[config.mk]
export PLATFORM = sky130hd
export DESIGN_NAME = text_console_writer_top
export DESIGN_NICKNAME = d
export VERILOG_FILES = /design/src/tcw_pkg.sv /design/src/text_console_writer_top.sv
export SDC_FILE = /design/constraint.sdc
export NUM_CORES = 1
export LEC_CHECK = 0
export ABC_AREA = 0
export BUFFER_PORTS_ARGS = -buffer_cell sky130_fd_sc_hd__buf_2
export CAP_MARGIN = 20
export CORE_ASPECT_RATIO = 1.1
export CORE_MARGIN = 3
export CORE_UTILIZATION = 45
export DETAILED_ROUTE_END_ITERATION = 8
export PLACE_DENSITY_LB_ADDON = 0.15
export SLEW_MARGIN = 10
export SYNTH_ARGS = -nofsm -noshare
export SYNTH_HDL_FRONTEND = slang
export SYNTH_SLANG_ARGS = --single-unit
[constraint.sdc]
create_clock -name clk -period 6.1 [get_ports clk]
set_input_delay 0.61 -clock clk [delete_from_list [all_inputs] [get_ports clk]]
set_output_delay 0.61 -clock clk [all_outputs]
set_load 0.02 [all_outputs]
[src/tcw_pkg.sv]
// Shared constants and encodings for the text console writer.
`default_nettype none
package tcw_pkg;

    localparam int ROW_BYTES    = 160;
    localparam int MAX_COLUMN   = 80;
    localparam int SCREEN_BYTES = 4000;
    localparam int TAB_SPACES   = 4;

    localparam int POS_W = 13;
    localparam int OFS_W = 12;
    localparam int COL_W = 7;
    localparam int CHR_W = 8;
    localparam int VAL_W = 8;
    localparam int PRT_W = 2;

    // Row number of any 13-bit position.
    localparam int ROW_W = $clog2(((2 ** POS_W) - 1) / ROW_BYTES + 1);

    // Reciprocal divide by ROW_BYTES, exact for every POS_W-bit value.
    localparam int DIV_SHIFT = 26;
    localparam int DIV_RECIP = (2 ** DIV_SHIFT) / ROW_BYTES + 1;
    localparam int RECIP_W   = $clog2(DIV_RECIP + 1);
    localparam int PROD_W    = POS_W + RECIP_W;

    localparam int TAB_W = (TAB_SPACES > 1) ? $clog2(TAB_SPACES) : 1;

    localparam logic [CHR_W-1:0] CHAR_NEWLINE = 8'd10;
    localparam logic [CHR_W-1:0] CHAR_TAB     = 8'd9;
    localparam logic [CHR_W-1:0] CHAR_SPACE   = 8'h20;

    localparam logic [VAL_W-1:0] CRTC_CURSOR_HI = 8'h0E;
    localparam logic [VAL_W-1:0] CRTC_CURSOR_LO = 8'h0F;

    localparam logic [7:0] ATTR_RESET = 8'h07;
    localparam logic       BANK_RESET = 1'b1;

    localparam logic ACT_CHAR   = 1'b0;
    localparam logic ACT_INDENT = 1'b1;

    localparam logic KIND_MEM  = 1'b0;
    localparam logic KIND_PORT = 1'b1;

    localparam logic REG_ATTRIBUTE = 1'b0;
    localparam logic REG_PORT_BANK = 1'b1;

    // Sequencer steps
    localparam logic [2:0] S_ROW  = 3'd0;
    localparam logic [2:0] S_MOVE = 3'd1;
    localparam logic [2:0] S_CHAR = 3'd2;
    localparam logic [2:0] S_ATTR = 3'd3;
    localparam logic [2:0] S_C0   = 3'd4;
    localparam logic [2:0] S_C1   = 3'd5;
    localparam logic [2:0] S_C2   = 3'd6;
    localparam logic [2:0] S_C3   = 3'd7;

endpackage
`default_nettype wire

[src/text_console_writer_top.sv]
// Text console writer: video memory and CRTC cursor write sequencer.
// A non-newline character starts at S_CHAR; an indent or a newline runs S_ROW and S_MOVE, then
// an indent goes on to S_C0 to S_C3 and a newline ends. A printable character, or each space of
// a tab, runs S_CHAR, S_ATTR and S_C0 to S_C3; an indent past the last column is dropped.
// One result leaves the output register per cycle while m_axis_tready is high.
// The next input beat is taken in the cycle that loads an item's last result or ends a newline.
// Reset: position 0, attribute 0x07, colour port pair selected, no result pending.
`default_nettype none
module text_console_writer_top
    import tcw_pkg::*;
(
    input  wire logic        clk,
    input  wire logic        rst_n,
    input  wire logic        s_axis_tvalid,
    output logic             s_axis_tready,
    input  wire logic [15:0] s_axis_tdata,  // char_code[7:0], column[14:8], zero[15]
    input  wire logic        s_axis_tuser,  // action[0]
    output logic             m_axis_tvalid,
    input  wire logic        m_axis_tready,
    output logic [23:0]      m_axis_tdata,  // port[1:0], offset[13:2], value[21:14], zero[23:22]
    output logic             m_axis_tuser,  // kind[0]
    output logic             m_axis_tlast,
    input  wire logic        cfg_valid,
    output logic             cfg_ready,
    input  wire logic        cfg_index,
    input  wire logic [7:0]  cfg_data
);

    // Control state
    logic             busy_reg, busy_next;
    logic [2:0]       step_reg, step_next;
    logic [TAB_W-1:0] idx_reg, idx_next;
    logic [POS_W-1:0] pos_reg, pos_next;
    logic [7:0]       attr_reg;
    logic             bank_reg;
    logic             out_valid_reg, out_valid_next;

    // Payload
    logic             action_reg, action_next;
    logic [CHR_W-1:0] char_reg, char_next;
    logic [COL_W-1:0] col_reg, col_next;
    logic [ROW_W-1:0] row_reg, row_next;
    logic             kind_reg, kind_next;
    logic [PRT_W-1:0] port_reg, port_next;
    logic [OFS_W-1:0] ofs_reg, ofs_next;
    logic [VAL_W-1:0] val_reg, val_next;
    logic             last_reg, last_next;

    logic             in_accept;
    logic             out_free;
    logic             emits;
    logic             go;
    logic             finish;
    logic             more_chars;
    logic [POS_W-1:0] wrapped;
    logic [POS_W-1:0] div_src;
    logic [PROD_W-1:0] div_prod;
    logic [PRT_W-1:0] idx_port;
    logic [PRT_W-1:0] data_port;

    assign in_accept = s_axis_tvalid && s_axis_tready;
    assign out_free  = !out_valid_reg || m_axis_tready;
    assign emits     = (step_reg != S_ROW) && (step_reg != S_MOVE);
    assign go        = busy_reg && (!emits || out_free);

    assign wrapped  = (pos_reg >= POS_W'(SCREEN_BYTES)) ? '0 : pos_reg;
    assign div_src  = (action_reg == ACT_INDENT) ? pos_reg : wrapped;
    assign div_prod = PROD_W'(div_src) * PROD_W'(DIV_RECIP);

    assign more_chars = (char_reg == CHAR_TAB) && (idx_reg != TAB_W'(TAB_SPACES - 1));
    assign idx_port   = {bank_reg, 1'b0};
    assign data_port  = {bank_reg, 1'b1};

    always_comb
    begin
        busy_next      = busy_reg;
        step_next      = step_reg;
        idx_next       = idx_reg;
        pos_next       = pos_reg;
        row_next       = row_reg;
        action_next    = action_reg;
        char_next      = char_reg;
        col_next       = col_reg;
        out_valid_next = out_valid_reg;
        kind_next      = kind_reg;
        port_next      = port_reg;
        ofs_next       = ofs_reg;
        val_next       = val_reg;
        last_next      = last_reg;
        finish         = 1'b0;

        if (out_free)
        begin
            out_valid_next = 1'b0;
        end

        if (go)
        begin
            if (emits)
            begin
                out_valid_next = 1'b1;
                last_next      = 1'b0;
                kind_next      = KIND_PORT;
                port_next      = idx_port;
                ofs_next       = '0;
            end
            case (step_reg)
                S_ROW:
                begin
                    row_next  = div_prod[DIV_SHIFT +: ROW_W];
                    step_next = S_MOVE;
                end
                S_MOVE:
                begin
                    if (action_reg == ACT_INDENT)
                    begin
                        pos_next  = POS_W'(row_reg) * POS_W'(ROW_BYTES)
                                  + POS_W'({col_reg, 1'b0});
                        step_next = S_C0;
                    end
                    else
                    begin
                        pos_next = (POS_W'(row_reg) + POS_W'(1)) * POS_W'(ROW_BYTES);
                        finish   = 1'b1;
                    end
                end
                S_CHAR:
                begin
                    kind_next = KIND_MEM;
                    port_next = '0;
                    ofs_next  = wrapped[OFS_W-1:0];
                    val_next  = (char_reg == CHAR_TAB) ? CHAR_SPACE : char_reg;
                    pos_next  = wrapped + POS_W'(1);
                    step_next = S_ATTR;
                end
                S_ATTR:
                begin
                    kind_next = KIND_MEM;
                    port_next = '0;
                    ofs_next  = pos_reg[OFS_W-1:0];
                    val_next  = attr_reg;
                    pos_next  = pos_reg + POS_W'(1);
                    step_next = S_C0;
                end
                S_C0:
                begin
                    val_next  = CRTC_CURSOR_HI;
                    step_next = S_C1;
                end
                S_C1:
                begin
                    port_next = data_port;
                    val_next  = VAL_W'(pos_reg[POS_W-1:9]);
                    step_next = S_C2;
                end
                S_C2:
                begin
                    val_next  = CRTC_CURSOR_LO;
                    step_next = S_C3;
                end
                S_C3:
                begin
                    port_next = data_port;
                    val_next  = pos_reg[8:1];
                    if ((action_reg == ACT_CHAR) && more_chars)
                    begin
                        idx_next  = idx_reg + TAB_W'(1);
                        step_next = S_CHAR;
                    end
                    else
                    begin
                        last_next = 1'b1;
                        finish    = 1'b1;
                    end
                end
                default:
                begin
                    step_next = S_ROW;
                end
            endcase
            if (finish)
            begin
                busy_next = 1'b0;
            end
        end

        // Take the next item; an indent past the last column does nothing.
        if (in_accept)
        begin
            action_next = s_axis_tuser;
            char_next   = s_axis_tdata[7:0];
            col_next    = s_axis_tdata[14:8];
            idx_next    = '0;
            busy_next   = !((s_axis_tuser == ACT_INDENT)
                            && (s_axis_tdata[14:8] > COL_W'(MAX_COLUMN)));
            step_next   = ((s_axis_tuser == ACT_INDENT) || (s_axis_tdata[7:0] == CHAR_NEWLINE))
                          ? S_ROW : S_CHAR;
        end
    end

    always_ff @(posedge clk or negedge rst_n)
    begin
        if (!rst_n)
        begin
            busy_reg      <= 1'b0;
            step_reg      <= S_ROW;
            idx_reg       <= '0;
            pos_reg       <= '0;
            attr_reg      <= ATTR_RESET;
            bank_reg      <= BANK_RESET;
            out_valid_reg <= 1'b0;
            last_reg      <= 1'b0;
        end
        else
        begin
            busy_reg      <= busy_next;
            step_reg      <= step_next;
            idx_reg       <= idx_next;
            pos_reg       <= pos_next;
            out_valid_reg <= out_valid_next;
            last_reg      <= last_next;
            if (cfg_valid && cfg_ready)
            begin
                case (cfg_index)
                    REG_ATTRIBUTE: attr_reg <= cfg_data;
                    REG_PORT_BANK: bank_reg <= cfg_data[0];
                    default:       attr_reg <= attr_reg;
                endcase
            end
        end
    end

    always_ff @(posedge clk)
    begin
        action_reg <= action_next;
        char_reg   <= char_next;
        col_reg    <= col_next;
        row_reg    <= row_next;
        kind_reg   <= kind_next;
        port_reg   <= port_next;
        ofs_reg    <= ofs_next;
        val_reg    <= val_next;
    end

    assign s_axis_tready = !busy_reg || finish;
    assign cfg_ready     = 1'b1;
    assign m_axis_tvalid = out_valid_reg;
    assign m_axis_tdata  = {2'b00, val_reg, ofs_reg, port_reg};
    assign m_axis_tuser  = kind_reg;
    assign m_axis_tlast  = last_reg;

    // The final beat of an item is always the cursor low-byte data write.
    assert property (@(posedge clk) disable iff (!rst_n)
        (m_axis_tvalid && m_axis_tlast) |-> (m_axis_tuser == KIND_PORT && m_axis_tdata[0]))
        else $error("last beat is not a CRTC data write");

    // Memory writes carry no port, port writes carry no offset.
    assert property (@(posedge clk) disable iff (!rst_n)
        (m_axis_tvalid && m_axis_tuser == KIND_MEM) |-> (m_axis_tdata[1:0] == 2'b00))
        else $error("memory write with nonzero port");

    assert property (@(posedge clk) disable iff (!rst_n)
        (m_axis_tvalid && m_axis_tuser == KIND_PORT) |-> (m_axis_tdata[13:2] == '0))
        else $error("port write with nonzero offset");

    // A printable character or tab starts the sequencer on its memory write.
    assert property (@(posedge clk) disable iff (!rst_n)
        (in_accept && s_axis_tuser == ACT_CHAR && s_axis_tdata[7:0] != CHAR_NEWLINE)
        |=> (busy_reg && step_reg == S_CHAR && idx_reg == '0))
        else $error("character accepted but sequencer not started");

endmodule
`default_nettype wire
**Word-level counts from Yosys, hierarchy flattened**

Cells that the tools add are included.

- Register bits: 75
- Bits of input ports: 31
- Output and inout bits: 29
- Logic and storage cells: 114

- Add/sub/neg operators: 5
- Multipliers: 3
- Magnitude comparators: 2
- Eq/ne operators: 13
- Muxes and demuxes: 35
- Bitwise logic cells: 2
- Reduce and logical (&&, ||, !) cells: 38

Operators with widths:

| kind | number |
|---|---|
| case mux 8 bit (6 select lines) | 1 |
| 2-to-1 mux 13 bit | 3 |
| case mux 13 bit (3 select lines) | 1 |
| multiplier 13 x 19 -> 32 bit (second input constant) | 1 |
| adder 13 x 1 -> 13 bit (second input constant) | 2 |
| case mux 12 bit (2 select lines) | 1 |
| case mux 3 bit (8 select lines) | 1 |
| AND reduction 2 bit | 9 |
| equality test 8 x 4 -> 1 bit (second input constant) | 2 |
| 2-to-1 mux 1 bit | 14 |
| adder 13 x 8 -> 13 bit | 1 |
| >= comparator 13 x 12 -> 1 bit (second input constant) | 1 |
| equality test 3 bit (second input constant) | 4 |
| 2-to-1 mux 12 bit | 1 |
| 2-to-1 mux 2 bit | 6 |
| 2-to-1 mux 3 bit | 4 |
| nonzero test 3 bit | 4 |
| nonzero test 2 bit | 5 |
| multiplier 6 x 3 -> 8 bit (second input constant) | 1 |
| multiplier 7 x 3 -> 8 bit (second input constant) | 1 |
| 2-to-1 mux 8 bit | 1 |
| adder 6 x 1 -> 7 bit (second input constant) | 1 |
| greater-than comparator 7 bit (second input constant) | 1 |
| equality test 3 x 2 -> 1 bit (second input constant) | 2 |
| 15 further kinds | 30 |

**Logic depth before layout (Yosys ltp)**

- Depth after elaboration: 11
- Mapped depth: 23

**Least setup slack after synthesis**

Ideal clock, no wire load.

- Path kind: reg-to-reg
- Start: register pos_reg[5]
- End: register row_reg[5] (data pin)
- Setup time: 0.260 ns
- Data arrival time: 5.508 ns
- Data required time: 5.840 ns
- Path slack: 0.332 ns
- Cell stages (with the launch flop): 23
- Period minus slack after synthesis: 5.768 ns
- Path through: dfrtp_1 -> or2_1 -> a41oi_2 -> or2_2 -> clkbuf_1 -> and2_1 -> inv_1 -> fa_1 -> inv_1 -> fa_1 -> fa_1 -> inv_1 -> fa_1 -> inv_1 -> fa_1 -> inv_1 -> ha_1 -> a211o_1 -> a21oi_1 -> o211ai_1 -> o2111ai_2 -> a32oi_1 -> xnor2_1

- Longest elaborated chain between the ends: 4

Ends and longest elaborated chain:

| item | RTL line | RTL |
|---|---|---|
| from (decl) | text_console_writer_top.sv:33 | `logic [POS_W-1:0] pos_reg, pos_next;` |
| from (signal assigned) | text_console_writer_top.sv:219 | `pos_reg <= pos_next;` |
| >= comparator 13 x 12 -> 1 bit | text_console_writer_top.sv:66 | `assign wrapped = (pos_reg >= POS_W'(SCREEN_BYTES)) ? '0 : pos_reg;` |
| 2-to-1 mux 13 bit | text_console_writer_top.sv:66 |  |
| 2-to-1 mux 13 bit * | text_console_writer_top.sv:67 | `assign div_src = (action_reg == ACT_INDENT) ? pos_reg : wrapped;` |
| multiplier 13 x 19 -> 32 bit * | text_console_writer_top.sv:68 | `assign div_prod = PROD_W'(div_src) * PROD_W'(DIV_RECIP);` |
| net div_prod[31] | text_console_writer_top.sv:57 | `logic [PROD_W-1:0] div_prod;` |
| to (signal assigned) | text_console_writer_top.sv:238 | `row_reg <= row_next;` |
| to (decl) | text_console_writer_top.sv:42 | `logic [ROW_W-1:0] row_reg, row_next;` |

The timed path passes the listed nets; every way through them passes the cells marked *.
A chain may end at the register's enable or synchronous reset.

**Worst setup path in the final report**

- Start: register pos_reg[5]
- End: register row_reg[2] (data pin)

The elaborated chain is that of the path after synthesis.

==> impl_metrics.toml <==
[job]
max_cap_violations = 0

[worst_setup_path]
slowest_stage = "fa_1"
path_class = "flip-flop to flip-flop"
worst_ep_required_time_ns = 6.25
r2r_slack_ns = 0.31
cp-start-kind = "flip-flop"
path_max_fanout = 12
arrival_ns = 5.94
cp_num_buf_inv = 6
cp_cell_sequence = "or2_1, a41oi_2, or2_4, and2_4, inv_1, fa_1, inv_1, fa_1, fa_1, inv_1, fa_1, inv_1, fa_1, inv_1, ha_1, a211o_1, a21oi_1, o211ai_1, o2111ai_2, buf_4, nand2_1, o311ai_1"
max_stage_delay_ns = 0.53
crit_family = "adder cells"
crit_path_end_kind = "flip-flop"

[floorplanning]
rows = 49
dieArea_um2 = 18700
start_util = 0.465
ios = 60
core_area_um2 = 16600
die_w_um = 131
die_h_um = 143

[yosys]
synth-seq-cells = 75
synth_area_leaders = "edfxtp_1, ha_1, fa_1, dfrtp_1, inv_1"
yosysTopAreaCell = "edfxtp_1"
ys_warn_count = 0
synth_top_cell_area_share = 0.176
syn_area_um2 = 7690
syn-instance-count = 786
postSynth.asyncResetShare = 0.400
avgSynthCellArea_um2 = 9.79
synth_edf_count = 45
synth-main-ff-cell = "edfxtp_1"
yosysUniqueCellTypes = 68
yosysSeqAreaShare = 0.274

[sta]
finalWorstPathRequiredPeriod_ns = 5.79
fin_tns_setup_ns = 0
worstMarginPinSlew_ns = 0.998
hold_viol = 0
setup_viol = 0
slew-limit-headroom = 0.330
drv_slew = 0
fmax_ghz = 0.173
hold_ws_ns = 0.332
skew_ns = 0.00802
finalCritPeriodShare = 0.949

[clock_network]
cts_made_buffers = 9
clockRootBuffer = "clkbuf_16"
clock-sinks = 75
tritoncts = "built"
clkTransAtPathRegs_ns = 0.06
ctsHoldBuffers = 0
cts.htree.levels = 3
clk_latency_ns = 0.34
clk_path_buf_depth = 2

[drt]
drc = 0
drt_wl_total_um = 17100
vias_per_cell = 5.30
wl_per_cell_um = 16.3
drt_iter0_drc = 251
vias = 5586
drt.antenna.violating_nets = 0
first_pass_iters = 5

[cells_and_area]
largest_reg_flops = 13
fillers = 1530
final_cell_area_um2 = 8540
nNetsFinal = 1049
drive_gt1_frac = 0.134
multi_input_area_um2 = 4890
antenna_cells = 0
area_growth_pct = 11.1
register_area_um2 = 2110
fin_util = 0.516

[global_routing]
grt_max_degree = 31
grt_usage = 0.191
grt_pass1_vias = 5823
antenna_found_initial = 0
grt_overflow_total = 0
grt_pass1_wl_um = 28300

[min_path]
hp-class = "input pin to asynchronous set/reset pin"

[placement]
placed_area_um2 = 8220
place_hpwl_um = 14100
portBuffers = 55
routabilityCongestion = 0.892

[run_status]
run_status = "finished clean"
routing by layer:
layer / vias to the layer above / part of all wire / global-route usage
li1: 2739 / - / -
met1: 2690 / 0.45 / 0.255
met2: 141 / 0.50 / 0.332
met3: 16 / 0.042 / 0.0314
met4: 0 / 0.010 / 0.0309
met5: - / 0 / 0
worst paths after layout:
kind / endpoint / start / depth (start not counted)
max: row_reg[2]$_DFFE_PP_ / pos_reg[5]$_DFFE_PN0P_ / 22
min: attr_reg[7]$_DFFE_PN0P_ / rst_n / 1
min in group clk: char_reg[1]$_DFFE_PP_ / s_axis_tdata[1] / 1
max in group asynchronous: pos_reg[2]$_DFFE_PN0P_ / rst_n / 1
max reg2reg: row_reg[2]$_DFFE_PP_ / pos_reg[5]$_DFFE_PN0P_ / 22
min reg2reg: attr_reg[4]$_DFFE_PN0P_ / attr_reg[4]$_DFFE_PN0P_ / 1
cells in the mapped netlist, types with 10 or more instances:
| cell type | instances |
|---|---|
| inv_1 | 159 |
| ha_1 | 108 |
| fa_1 | 65 |
| nand2_1 | 47 |
| edfxtp_1 | 45 |
| nor2_1 | 38 |
| o21ai_0 | 33 |
| a21oi_1 | 29 |
| and2_1 | 28 |
| dfrtp_1 | 26 |
| xnor2_1 | 20 |
| nand3_1 | 17 |
| clkbuf_1 | 14 |
| a31oi_1 | 11 |
| mux2i_1 | 10 |
| nor3_1 | 10 |
per-stage QoR:
stage / worst slack [ns] / cells
floorplan: 0.332 / 787
global placement: 0.187 / 1036
detailed placement: 0.104 / 1036
CTS: 0.0544 / 1052
global route: -0.00210 / 1054
finish: 0.310 / 1054
worst reg2reg max path, stage by stage, from the launching register on:
cell	delay, ns
dfrtp_1	0.38
or2_1	0.25
a41oi_2	0.22
or2_4	0.20
and2_4	0.17
inv_1	0.09
fa_1	0.51
inv_1	0.06
fa_1	0.48
fa_1	0.52
inv_1	0.05
fa_1	0.50
inv_1	0.06
fa_1	0.53
inv_1	0.04
ha_1	0.33
a211o_1	0.27
a21oi_1	0.11
o211ai_1	0.11
o2111ai_2	0.20
buf_4	0.18
nand2_1	0.10
o311ai_1	0.26
cells by family after synthesis:
family,share of synthesized area
other cells,0.000976
buf+inv,0.0922
flops,0.274
simple gates,0.127
compound gates,0.105
fa+ha+maj,0.345
mux,0.0262
xor+xnor,0.0307
repair_timing:
action,CTS,global route
buffers inserted,0,1
endpoints found under the setup margin,0,6
gates resized for setup,0,5
area by class of cell:
| class | instances | area share |
|---|---|---|
| Tap cell | 204 | 0.0299 |
| Clock inverter | 7 | 0.00908 |
| Timing Repair Buffer | 70 | 0.0458 |
| Inverter | 160 | 0.0703 |
| Sequential cell | 75 | 0.247 |
| Multi-Input combinational cell | 529 | 0.572 |
| Clock buffer | 9 | 0.0264 |
cell usage in the layout, fill, tap and decap left out, types with 5 or more instances in the layout:
cell	synthesis	final
a21oi_1	29	29
edfxtp_1	45	45
nor2b_1	5	5
nor2_1	38	38
clkbuf_16	0	9
o21ai_0	33	33
and2_1	28	27
nand2_1	47	47
a31oi_1	11	11
and3_1	7	6
mux2i_1	10	10
buf_4	5	14
a21o_1	6	6
buf_2	3	55
mux2_2	9	9
nand4_1	9	9
fa_1	65	65
ha_1	108	108
xor2_1	7	7
nand3_1	17	17
xnor2_1	20	20
dfrtp_1	26	26
inv_1	159	159
nor3_1	10	10
Power is not shown: default switching activity piles up to over one toggle a cycle in this logic, so the estimate is an artifact.
